===== config.mk =====
export PLATFORM = sky130hd
export DESIGN_NAME = gpio_port_registers_with_lock
export DESIGN_NICKNAME = d
export VERILOG_FILES = /design/src/hdl/gpr_pkg.sv /design/src/hdl/gpr_ctrl.sv /design/src/hdl/gpr_dp.sv /design/src/hdl/gpio_port_registers_with_lock.sv
export SDC_FILE = /design/constraint.sdc
export NUM_CORES = 1
export LEC_CHECK = 0
export BUFFER_PORTS_ARGS = -buffer_cell sky130_fd_sc_hd__buf_2
export CAP_MARGIN = 20
export CORE_AREA = 2 2 164 166
export CTS_CLUSTER_DIAMETER = 80
export DETAILED_ROUTE_END_ITERATION = 6
export DIE_AREA = 0 0 166 168
export PLACE_DENSITY_LB_ADDON = 0.3
export REMOVE_ABC_BUFFERS = 1
export SYNTH_ARGS = -nofsm -noshare
export SYNTH_HDL_FRONTEND = slang
export SYNTH_HIERARCHICAL = 1
export SYNTH_SLANG_ARGS = --single-unit

===== constraint.sdc =====
create_clock -name clk -period 5.3 [get_ports clk]
set_input_delay 0.265 -clock clk [delete_from_list [all_inputs] [get_ports clk]]
set_output_delay 0.265 -clock clk [all_outputs]
set_load 0.01 [all_outputs]

===== src/hdl/gpr_pkg.sv =====
// gpr_pkg: types, register codes and mask helpers for the gpio port block
// no dependencies; used by gpr_ctrl, gpr_dp and gpio_port_registers_with_lock
package gpr_pkg;

  localparam int DataW = 32;
  localparam int PortW = 16;
  localparam int IdxW  = 4;

  // access codes
  localparam logic OpRead  = 1'b0;
  localparam logic OpWrite = 1'b1;

  // register map
  localparam logic [IdxW-1:0] RegMode   = 4'd0;
  localparam logic [IdxW-1:0] RegOtype  = 4'd1;
  localparam logic [IdxW-1:0] RegSpeed  = 4'd2;
  localparam logic [IdxW-1:0] RegPull   = 4'd3;
  localparam logic [IdxW-1:0] RegIn     = 4'd4;
  localparam logic [IdxW-1:0] RegOut    = 4'd5;
  localparam logic [IdxW-1:0] RegSetClr = 4'd6;
  localparam logic [IdxW-1:0] RegLock   = 4'd7;
  localparam logic [IdxW-1:0] RegAfLow  = 4'd8;
  localparam logic [IdxW-1:0] RegAfHigh = 4'd9;

  // lock word layout
  localparam int LockKeyBit = 16;

  // lock key sequence progress
  typedef enum logic [1:0] {
    KEY_IDLE = 2'd0,
    KEY_ONE  = 2'd1,
    KEY_ZERO = 2'd2
  } key_step_t;

  // controller to datapath
  typedef struct packed {
    logic access;   // perform the access and load the result register
  } gpr_cmd_t;

  // lock state seen outside the datapath
  typedef struct packed {
    logic             lock_key;
    logic [PortW-1:0] lock_mask;
  } gpr_status_t;

  // widen each pin bit into a 2-bit field
  function automatic logic [DataW-1:0] spread2(input logic [PortW-1:0] m);
    logic [DataW-1:0] r;
    r = '0;
    for (int i = 0; i < PortW; i++) begin
      r[2*i +: 2] = {2{m[i]}};
    end
    return r;
  endfunction

  // widen each of eight pin bits into a 4-bit field
  function automatic logic [DataW-1:0] spread4(input logic [7:0] m);
    logic [DataW-1:0] r;
    r = '0;
    for (int i = 0; i < 8; i++) begin
      r[4*i +: 4] = {4{m[i]}};
    end
    return r;
  endfunction

  // keep frozen bits, take new data elsewhere within the valid bits
  function automatic logic [DataW-1:0] guarded(input logic [DataW-1:0] old_v,
                                               input logic [DataW-1:0] data,
                                               input logic [DataW-1:0] valid,
                                               input logic [DataW-1:0] frozen);
    return (old_v & frozen) | (data & valid & ~frozen);
  endfunction

endpackage


===== src/hdl/gpr_ctrl.sv =====
// gpr_ctrl: handshake controller for the gpio port block
// depends on gpr_pkg; drives the access command into gpr_dp
module gpr_ctrl (
  input  logic            clk,
  input  logic            rst_n,
  input  logic            in_valid,
  output logic            in_stall,
  output logic            out_valid,
  input  logic            out_stall,
  output gpr_pkg::gpr_cmd_t cmd
);

  typedef enum logic {
    S_IDLE = 1'b0,
    S_FULL = 1'b1
  } state_t;

  state_t state_r;
  logic   out_valid_r;

  always_ff @(posedge clk) begin
    if (!rst_n) begin
      state_r     <= S_IDLE;
      out_valid_r <= 1'b0;
    end else begin
      case (state_r)
        S_IDLE: begin
          if (in_valid) begin
            state_r     <= S_FULL;
            out_valid_r <= 1'b1;
          end
        end
        S_FULL: begin
          if (!out_stall) begin
            state_r     <= S_IDLE;
            out_valid_r <= 1'b0;
          end
        end
        default: begin
          state_r     <= S_IDLE;
          out_valid_r <= 1'b0;
        end
      endcase
    end
  end

  assign in_stall   = (state_r != S_IDLE);
  assign out_valid  = out_valid_r;
  assign cmd.access = in_valid && (state_r == S_IDLE);

endmodule


===== src/hdl/gpr_dp.sv =====
// gpr_dp: port registers, lock sequencer and result register
// depends on gpr_pkg; driven by the command from gpr_ctrl
module gpr_dp #(
  parameter int PINS = 16
) (
  input  logic                            clk,
  input  logic                            rst_n,
  input  gpr_pkg::gpr_cmd_t               cmd,
  input  logic                            opcode,
  input  logic [gpr_pkg::IdxW-1:0]        reg_index,
  input  logic [gpr_pkg::DataW-1:0]       write_data,
  input  logic [gpr_pkg::PortW-1:0]       pin_levels,
  output logic [gpr_pkg::DataW-1:0]       read_data,
  output logic [gpr_pkg::PortW-1:0]       drive_levels,
  output logic [gpr_pkg::PortW-1:0]       locked_pins,
  output logic                            lock_active,
  output gpr_pkg::gpr_status_t            status
);

  localparam int DW = gpr_pkg::DataW;
  localparam int PW = gpr_pkg::PortW;
  localparam logic [PW-1:0] PinMask = PW'((33'd1 << PINS) - 33'd1);
  localparam logic [DW-1:0] Valid2  = gpr_pkg::spread2(PinMask);
  localparam logic [DW-1:0] ValidLo = gpr_pkg::spread4(PinMask[7:0]);
  localparam logic [DW-1:0] ValidHi = gpr_pkg::spread4(PinMask[15:8]);

  logic [DW-1:0] mode_r, speed_r, pull_r, aflo_r, afhi_r;
  logic [PW-1:0] otype_r, out_r, lock_mask_r, pend_r;
  logic          lock_key_r;
  gpr_pkg::key_step_t step_r;

  logic [DW-1:0] mode_nxt, speed_nxt, pull_nxt, aflo_nxt, afhi_nxt;
  logic [PW-1:0] otype_nxt, out_nxt, lock_mask_nxt, pend_nxt;
  logic          lock_key_nxt;
  gpr_pkg::key_step_t step_nxt;
  logic [DW-1:0] rd_nxt;

  logic [DW-1:0] rd_r;
  logic [PW-1:0] drive_r, locked_r;
  logic          active_r;

  logic [DW-1:0] frz2, frz_lo, frz_hi;
  logic [PW-1:0] wd_lo, wd_hi, key_m;
  logic          key_bit, wr;

  assign frz2    = gpr_pkg::spread2(lock_mask_r);
  assign frz_lo  = gpr_pkg::spread4(lock_mask_r[7:0]);
  assign frz_hi  = gpr_pkg::spread4(lock_mask_r[15:8]);
  assign wd_lo   = write_data[PW-1:0];
  assign wd_hi   = write_data[DW-1:PW];
  assign key_m   = wd_lo & PinMask;
  assign key_bit = write_data[gpr_pkg::LockKeyBit];
  assign wr      = (opcode == gpr_pkg::OpWrite);

  always_comb begin
    mode_nxt      = mode_r;
    otype_nxt     = otype_r;
    speed_nxt     = speed_r;
    pull_nxt      = pull_r;
    out_nxt       = out_r;
    aflo_nxt      = aflo_r;
    afhi_nxt      = afhi_r;
    lock_mask_nxt = lock_mask_r;
    lock_key_nxt  = lock_key_r;
    step_nxt      = step_r;
    pend_nxt      = pend_r;
    rd_nxt        = '0;
    if (wr) begin
      case (reg_index)
        gpr_pkg::RegMode:  mode_nxt  = gpr_pkg::guarded(mode_r, write_data, Valid2, frz2);
        gpr_pkg::RegOtype: otype_nxt = (otype_r & lock_mask_r) |
                                       (wd_lo & PinMask & ~lock_mask_r);
        gpr_pkg::RegSpeed: speed_nxt = gpr_pkg::guarded(speed_r, write_data, Valid2, frz2);
        gpr_pkg::RegPull:  pull_nxt  = gpr_pkg::guarded(pull_r, write_data, Valid2, frz2);
        gpr_pkg::RegOut:   out_nxt   = wd_lo & PinMask;
        gpr_pkg::RegSetClr: out_nxt  = ((out_r & ~(wd_hi & PinMask)) | wd_lo) & PinMask;
        gpr_pkg::RegLock: begin
          if (!lock_key_r) begin
            if (step_r == gpr_pkg::KEY_ONE && !key_bit && key_m == pend_r) begin
              step_nxt = gpr_pkg::KEY_ZERO;
            end else if (step_r == gpr_pkg::KEY_ZERO && key_bit && key_m == pend_r) begin
              lock_mask_nxt = key_m;
              lock_key_nxt  = 1'b1;
              step_nxt      = gpr_pkg::KEY_IDLE;
            end else if (key_bit) begin
              pend_nxt = key_m;
              step_nxt = gpr_pkg::KEY_ONE;
            end else begin
              step_nxt = gpr_pkg::KEY_IDLE;
            end
          end
        end
        gpr_pkg::RegAfLow:  aflo_nxt = gpr_pkg::guarded(aflo_r, write_data, ValidLo, frz_lo);
        gpr_pkg::RegAfHigh: afhi_nxt = gpr_pkg::guarded(afhi_r, write_data, ValidHi, frz_hi);
        default: ;
      endcase
    end else begin
      case (reg_index)
        gpr_pkg::RegMode:   rd_nxt = mode_r;
        gpr_pkg::RegOtype:  rd_nxt = {{PW{1'b0}}, otype_r};
        gpr_pkg::RegSpeed:  rd_nxt = speed_r;
        gpr_pkg::RegPull:   rd_nxt = pull_r;
        gpr_pkg::RegIn:     rd_nxt = {{PW{1'b0}}, pin_levels & PinMask};
        gpr_pkg::RegOut:    rd_nxt = {{PW{1'b0}}, out_r};
        gpr_pkg::RegLock:   rd_nxt = {{(DW-PW-1){1'b0}}, lock_key_r, lock_mask_r};
        gpr_pkg::RegAfLow:  rd_nxt = aflo_r;
        gpr_pkg::RegAfHigh: rd_nxt = afhi_r;
        default:            rd_nxt = '0;
      endcase
    end
  end

  // architectural registers
  always_ff @(posedge clk) begin
    if (!rst_n) begin
      mode_r      <= '0;
      otype_r     <= '0;
      speed_r     <= '0;
      pull_r      <= '0;
      out_r       <= '0;
      aflo_r      <= '0;
      afhi_r      <= '0;
      lock_mask_r <= '0;
      lock_key_r  <= 1'b0;
      step_r      <= gpr_pkg::KEY_IDLE;
      pend_r      <= '0;
    end else if (cmd.access) begin
      mode_r      <= mode_nxt;
      otype_r     <= otype_nxt;
      speed_r     <= speed_nxt;
      pull_r      <= pull_nxt;
      out_r       <= out_nxt;
      aflo_r      <= aflo_nxt;
      afhi_r      <= afhi_nxt;
      lock_mask_r <= lock_mask_nxt;
      lock_key_r  <= lock_key_nxt;
      step_r      <= step_nxt;
      pend_r      <= pend_nxt;
    end
  end

  // result register
  always_ff @(posedge clk) begin
    if (cmd.access) begin
      rd_r     <= rd_nxt;
      drive_r  <= out_nxt;
      locked_r <= lock_mask_nxt;
      active_r <= lock_key_nxt;
    end
  end

  assign read_data        = rd_r;
  assign drive_levels     = drive_r;
  assign locked_pins      = locked_r;
  assign lock_active      = active_r;
  assign status.lock_key  = lock_key_r;
  assign status.lock_mask = lock_mask_r;

endmodule


===== src/hdl/gpio_port_registers_with_lock.sv =====
// gpio_port_registers_with_lock: top level of the gpio port register block
// depends on gpr_pkg, gpr_ctrl and gpr_dp
//
// usage
//   input channel: one register access per item (opcode, reg_index,
//   write_data, pin_levels), taken when in_valid is high and in_stall low
//   result channel: one item per access (read_data, drive_levels,
//   locked_pins, lock_active), taken when out_valid is high and out_stall low
//   latency: the access is performed at the accepting edge and its result
//   is presented from the next cycle, held in a single output register
//   occupancy: one access at a time; the single output register must be
//   emptied before the next access is taken
//   stalling: while out_stall is high the result holds and in_stall stays
//   high, so no access is performed and nothing is lost
//   reset: all port registers clear, the lock sequence returns to idle and
//   any frozen pins are released; no result is pending
//   lock: writing the lock word with key 1, key 0, key 1 and one mask freezes
//   mode, type, speed, pull and alternate-function bits of the masked pins
//   until reset
module gpio_port_registers_with_lock #(
  parameter int PINS = 16
) (
  input  logic                          clk,
  input  logic                          rst_n,
  input  logic                          in_valid,
  output logic                          in_stall,
  input  logic                          in_opcode,
  input  logic [gpr_pkg::IdxW-1:0]      in_reg_index,
  input  logic [gpr_pkg::DataW-1:0]     in_write_data,
  input  logic [gpr_pkg::PortW-1:0]     in_pin_levels,
  output logic                          out_valid,
  input  logic                          out_stall,
  output logic [gpr_pkg::DataW-1:0]     out_read_data,
  output logic [gpr_pkg::PortW-1:0]     out_drive_levels,
  output logic [gpr_pkg::PortW-1:0]     out_locked_pins,
  output logic                          out_lock_active
);

  localparam logic [gpr_pkg::PortW-1:0] PinMask =
    gpr_pkg::PortW'((33'd1 << PINS) - 33'd1);

  gpr_pkg::gpr_cmd_t    cmd;     // access strobe
  gpr_pkg::gpr_status_t status;  // live lock state

  // handshake and sequencing
  gpr_ctrl u_ctrl (
    .clk       (clk),
    .rst_n     (rst_n),
    .in_valid  (in_valid),
    .in_stall  (in_stall),
    .out_valid (out_valid),
    .out_stall (out_stall),
    .cmd       (cmd)
  );

  // registers, lock sequencer and result register
  gpr_dp #(
    .PINS (PINS)
  ) u_dp (
    .clk          (clk),
    .rst_n        (rst_n),
    .cmd          (cmd),
    .opcode       (in_opcode),
    .reg_index    (in_reg_index),
    .write_data   (in_write_data),
    .pin_levels   (in_pin_levels),
    .read_data    (out_read_data),
    .drive_levels (out_drive_levels),
    .locked_pins  (out_locked_pins),
    .lock_active  (out_lock_active),
    .status       (status)
  );

  // an accepted access always yields a pending result next cycle
  a_accept_result: assert property (@(posedge clk) disable iff (!rst_n)
    (in_valid && !in_stall) |=> out_valid)
    else $error("accepted access produced no result");

  // no access is taken while a result is still pending
  a_one_at_a_time: assert property (@(posedge clk) disable iff (!rst_n)
    out_valid |-> in_stall)
    else $error("access accepted over a pending result");

  // once locked, the lock stays and its mask is frozen
  a_lock_sticky: assert property (@(posedge clk) disable iff (!rst_n)
    status.lock_key |=> (status.lock_key && $stable(status.lock_mask)))
    else $error("lock released or mask changed before reset");

  // pins beyond the port width never drive
  a_pin_range: assert property (@(posedge clk) disable iff (!rst_n)
    out_valid |-> ((out_drive_levels & ~PinMask) == '0))
    else $error("output data outside the pin range");

endmodule


==> out/summary.txt, run 1 <==
Status - finished, final reports clean
Power Total - 4.75 mW
Worst Max-Slew Pin Slew - 1.16 ns
Post-DR wirelength/cell - 21.0 microns
Pint - 3.65 mW
Slack of the critical path - 2.40 ns
IO Pins - 124
Clock sink count - 294
DP Area - 14000 sq um
GPL Wtd Cong - 0.811
Cells along the critical path - nor2b_4 > buf_4 > nand3b_1 > nor3_2 > buf_4 > nor2_1 > a41oi_1 > o311ai_0
CP startpoint kind - register
FP Rows - 60
Largest net degree at the start of global routing - 124
GRT Residual Overflow - 0
DRC Markers - 0
Crit path buffers/inverters - 2
Die span in x - 166 microns
NetSw - 1.10 mW
Register area - 6540 sq um
Crit path DAT - 3.31 ns
Power share of the combinational group - 0.065
Vias per inst - 6.14
Max-cap violations - 0
Crit path max fanout - 54
CORE AREA - 26400 sq um
Antenna Violating Nets Remaining - 0
IO buf count - 123
Worst hold slack - 0.0116 ns
Top delay family on crit path - buffers and inverters
Post-CTS sizing - 0
Final Hold Violating Endpoints - 0
First-pass GRT wire length - 58000 microns
Design Area, Final - 15000 sq um
Via count - 10800
Net Sw Frac - 0.232
HPWL after DPL - 22000 microns
Hold Path Stages - 3
Root Buffer - clkbuf_16
DR iter-0 viols - 1065
Cell count after synthesis - 1348
Max Slew Vio Count - 0
Layout cells sized above 1 - 0.154
Crit. path cell count - 8
Mapped Area - 13200 sq um
Multi-input gate area - 6180 sq um
Sequential power share - 0.498
Final Cycle Share - 0.548
H-tree depth - 1
Clock-pin slew on the worst setup and hold paths - 0.06 ns
Post-layout min period - 2.90 ns
Bufs on Longest Clock Path - 3
Initial core utilization - 0.501
Initial antenna violation count - 0
Most common cell after layout, fill and taps aside - dfxtp_1
Clock Latency Late Sink - 0.56 ns
Slew headroom - 0.223
PwrDens - 317 nW/um^2
Most used cell, CP - buf_4
Die H - 168 microns
P_leak - 5.35 nW
Most frequent cells in the layout - dfxtp_1, mux2i_1, nand2_1
Worst R2R Path Depth - 8
Clock Power Share - 0.437
Detailed Route WL - 37100 microns
CTS tree - built
Hold/Removal Path Class - primary input to register
Slowest cell on crit path - buf_4
Layout Nets - 1455
CP Class - register to register
Syn Area/Cell - 9.80 sq um
Die area - 27900 sq um
Clock skew - 0.0117 ns
Fill cells - 2387
CP max stage delay - 0.57 ns
Layout overhead on the synthesized area - 13.5%
RSZ-0062 raised after global routing - no
DP Worst Slack - 2.30 ns
Drt pass-1 iters - 6
GRT Total Usage - 0.258
Number of global-route vias before repair - 10400
Fmax - 344 MHz
Worst EP required - 5.71 ns
Critical Path End Type - register
Ant. Diodes - 0
Cts bufs inserted - 31
Synth warn - 6
Max IR drop VDD - 0.000263 V
Final setup violation count - 0
## path summary, 6_finish.rpt
kind	start	end	slack, ns
max reg2reg	u_ctrl/in_stall	u_dp/pend_r[5]	2.40
min reg2reg	u_ctrl/out_valid	u_ctrl/out_valid	0.44
max	u_ctrl/in_stall	u_dp/pend_r[5]	2.40
min	in_write_data[30]	register	0.01
## timing repair
action / CTS / global route
setup endpoints to repair: 0 / 0
buffers inserted: 0 / 0
endpoints found under the hold margin: 4 / 0
hold buffers: 3 / 0
## worst min-delay path, delay by kind of cell
family	cells	cell delay, ns
AOI/OAI and AO/OA	1	0.06
buffers and inverters	1	0.14
and+or+nand+nor	1	0.06
## metrics by stage
stage                     cells  utilization  TNS (ns)
after floorplan            1218            -    -12.97
after global routing       1761        0.569         0
final                      1761        0.569         0
after global placement     1702        0.530         0
after CTS                  1761        0.569         0
after detailed placement   1703        0.531         0
## routing by layer
layer | wire [microns] | track usage | vias up
li1 | - | - | 5005
met5 | 0 | 0 | -
met2 | 17400 | 0.436 | 419
met4 | 858 | 0.0688 | 0
met1 | 16200 | 0.348 | 5314
met3 | 2590 | 0.0357 | 67
## power groups by stage
| stage | clock network (mW) | logic (mW) | registers (mW) |
|---|---|---|---|
| after detailed placement | 0 | 0.305 | 2.41 |
| after floorplan | 0 | 0.112 | 2.43 |
| after global routing | 2.19 | 0.333 | 2.37 |
| after CTS | 2.11 | 0.308 | 2.36 |
| after global placement | 0 | 0.301 | 2.41 |
| final | 2.08 | 0.309 | 2.36 |
## area by class of cell
| class | instances | share of cell area |
|---|---|---|
| inverters | 18 | 0.00451 |
| clock buffers | 47 | 0.0598 |
| multi-input cells | 906 | 0.412 |
| clock inverters | 8 | 0.00451 |
| repair buffers | 147 | 0.0545 |
| well taps | 341 | 0.0285 |
| flip-flops and latches | 294 | 0.436 |
Note: power is estimated with default switching activity, not from simulation.
==> run 2: changes to the inputs <==
Clock period 5.3 ns to 2.99 ns, I/O delays scaled along.
==> run 2 against run 1 <==
The run now ends with design-rule violations left. Setup slack got worse by 1.6 ns. Clock power increased by 80%. Critical endpoint is now u_dp/lock_mask_r[4]. Sequential share of layout area is 1.4 points lower. Critical path depth unchanged. Worst hold slack improved by 0.034 ns. Die area stayed put.
==> out/summary.txt, run 2 (synthesis results as in run 1) <==
Status - finished, violations left
Failing checks - design-rule violations
First-pass GRT wire length - 59400 microns
Initial antenna violation count - 0
GRT Residual Overflow - 0
Die span in x - 166 microns
Crit path DAT - 2.60 ns
Clock skew - 0.0142 ns
Worst Hold End - u_dp/read_data[11]
DP Worst Slack - 0.702 ns
Via count - 10900
Worst EP required - 3.42 ns
Largest net degree at the start of global routing - 131
Post-CTS Repair Setup Buffers - 0
Most frequent cells in the layout - dfxtp_1, mux2i_1, nand2_1
GRT Total Usage - 0.264
CORE AREA - 26400 sq um
Detailed Route WL - 37900 microns
Die H - 168 microns
Hold/Removal Path Class - primary input to register
Sequential power share - 0.491
Layout overhead on the synthesized area - 17.1%
Slew headroom - 0.308
Final setup violation count - 0
Cts bufs inserted - 30
Post-CTS sizing - 0
FP Rows - 60
Slowest cell on crit path - or3_1
Net Sw Frac - 0.230
Hold Path Stages - 3
CTS tree - built
Clock Latency Late Sink - 0.56 ns
H-tree depth - 1
IO buf count - 123
Placed Instances - 1725
Max Slew Vio Count - 0
NetSw - 1.97 mW
Worst R2R Path Depth - 7
Hold path start - in_pin_levels[11]
P_leak - 5.59 nW
Reg2reg start - u_ctrl/in_stall
IO Pins - 124
Crit path max fanout - 12
Ant. Diodes - 0
Layout cells sized above 1 - 0.164
Die area - 27900 sq um
Slack of the critical path - 0.818 ns
Layout Nets - 1502
Clock Power Share - 0.440
CP Class - primary input to register
Root Buffer - clkbuf_16
Worst Max-Slew Pin Slew - 1.04 ns
Antenna Violating Nets Remaining - 0
Max IR drop VDD - 0.000428 V
Post-DR wirelength/cell - 20.9 microns
Max-cap violations - 0
Clock-pin slew on the worst setup and hold paths - 0.06 ns
Number of global-route vias before repair - 10600
Bufs on Longest Clock Path - 3
Drt pass-1 iters - 7
PwrDens - 552 nW/um^2
Design Area, Final - 15500 sq um
Most common cell after layout, fill and taps aside - dfxtp_1
Power share of the combinational group - 0.070
Post-layout min period - 2.17 ns
GPL Wtd Cong - 0.841
RSZ-0062 raised after global routing - no
Final Hold Violating Endpoints - 0
CP startpoint kind - primary input
Vias per inst - 6.04
Initial core utilization - 0.501
HPWL after DPL - 23900 microns
DP Area - 14200 sq um
Post-Layout Cell Count - 1810
Critical Path End Type - register
DR iter-0 viols - 1304
Clock sink count - 294
Fmax - 460 MHz
Pint - 6.57 mW
CP max stage delay - 0.55 ns
Flop-to-flop setup slack - 0.84 ns
Cells along the critical path - dlygate4sd3_1 > buf_2 > xor2_1 > nor4_2 > nand4_1 > or3_1 > buf_4 > mux2i_1
# hold bufs at CTS - 29
Final Cycle Share - 0.727
DRC Markers - 5
[run 2: worst max-delay path by stage]
| stage | from | endpoint | slack [ns] | depth (start not counted) |
|---|---|---|---|---|
| 4_1_cts | u_ctrl/in_stall | register | 0.85 | 7 |
| 2_1_floorplan | u_ctrl/in_stall | u_dp/pend_r[0] | -3.08 | 6 |
| 5_1_grt | u_ctrl/in_stall | register | 0.69 | 7 |
| 3_3_place_gp | in_reg_index[2] | u_dp/read_data[12] | 0.73 | 5 |
| 6_report | in_write_data[9] | u_dp/lock_mask_r[4] | 0.82 | 8 |
| 3_5_place_dp | in_reg_index[2] | u_dp/read_data[12] | 0.70 | 5 |
[run 2: final cells by class]
cell class	instances	area, sq um
clock buffer	48	931
sequential	294	6540
tap	341	427
multi-input combinational	906	6170
inverter	18	67.6
clock inverter	8	60.1
timing repair buffer	195	1270
fill	2228	10900
[run 2: power by group through the flow]
stage          clock [mW]  sequential (mW)  combinational (mW)
2_1_floorplan           0             4.30               0.199
3_3_place_gp            0             4.27               0.555
3_5_place_dp            0             4.27               0.564
4_1_cts              3.80             4.19               0.594
5_1_grt              3.95             4.19               0.640
6_report             3.75             4.19               0.595
[run 2: stage by stage]
stage	utilization	setup TNS [ns]	total power, mW	hold slack, ns
after CTS	0.587	0	8.58	0.0223
after global routing	0.587	0	8.79	0.0468
final	0.587	0	8.53	0.0459
after global placement	0.538	0	4.83	0.417
after detailed placement	0.538	0	4.83	0.447
after floorplan	-	-294.13	4.50	0.266
[run 2: routing by layer]
metal  up-vias  wire length [microns]  GRT usage
met4         0                    907     0.0752
met1      5272                  16200      0.364
li1       5092                      -          -
met2       496                  17600      0.431
met3        71                   3150     0.0418
met5         -                      0          0
[run 2: worst max-delay path, delay by kind of cell]
family | cells | cell delay (ns)
xor+xnor | 1 | 0.19
buf+inv | 3 | 1.02
mux | 1 | 0.14
simple gates | 3 | 1.10
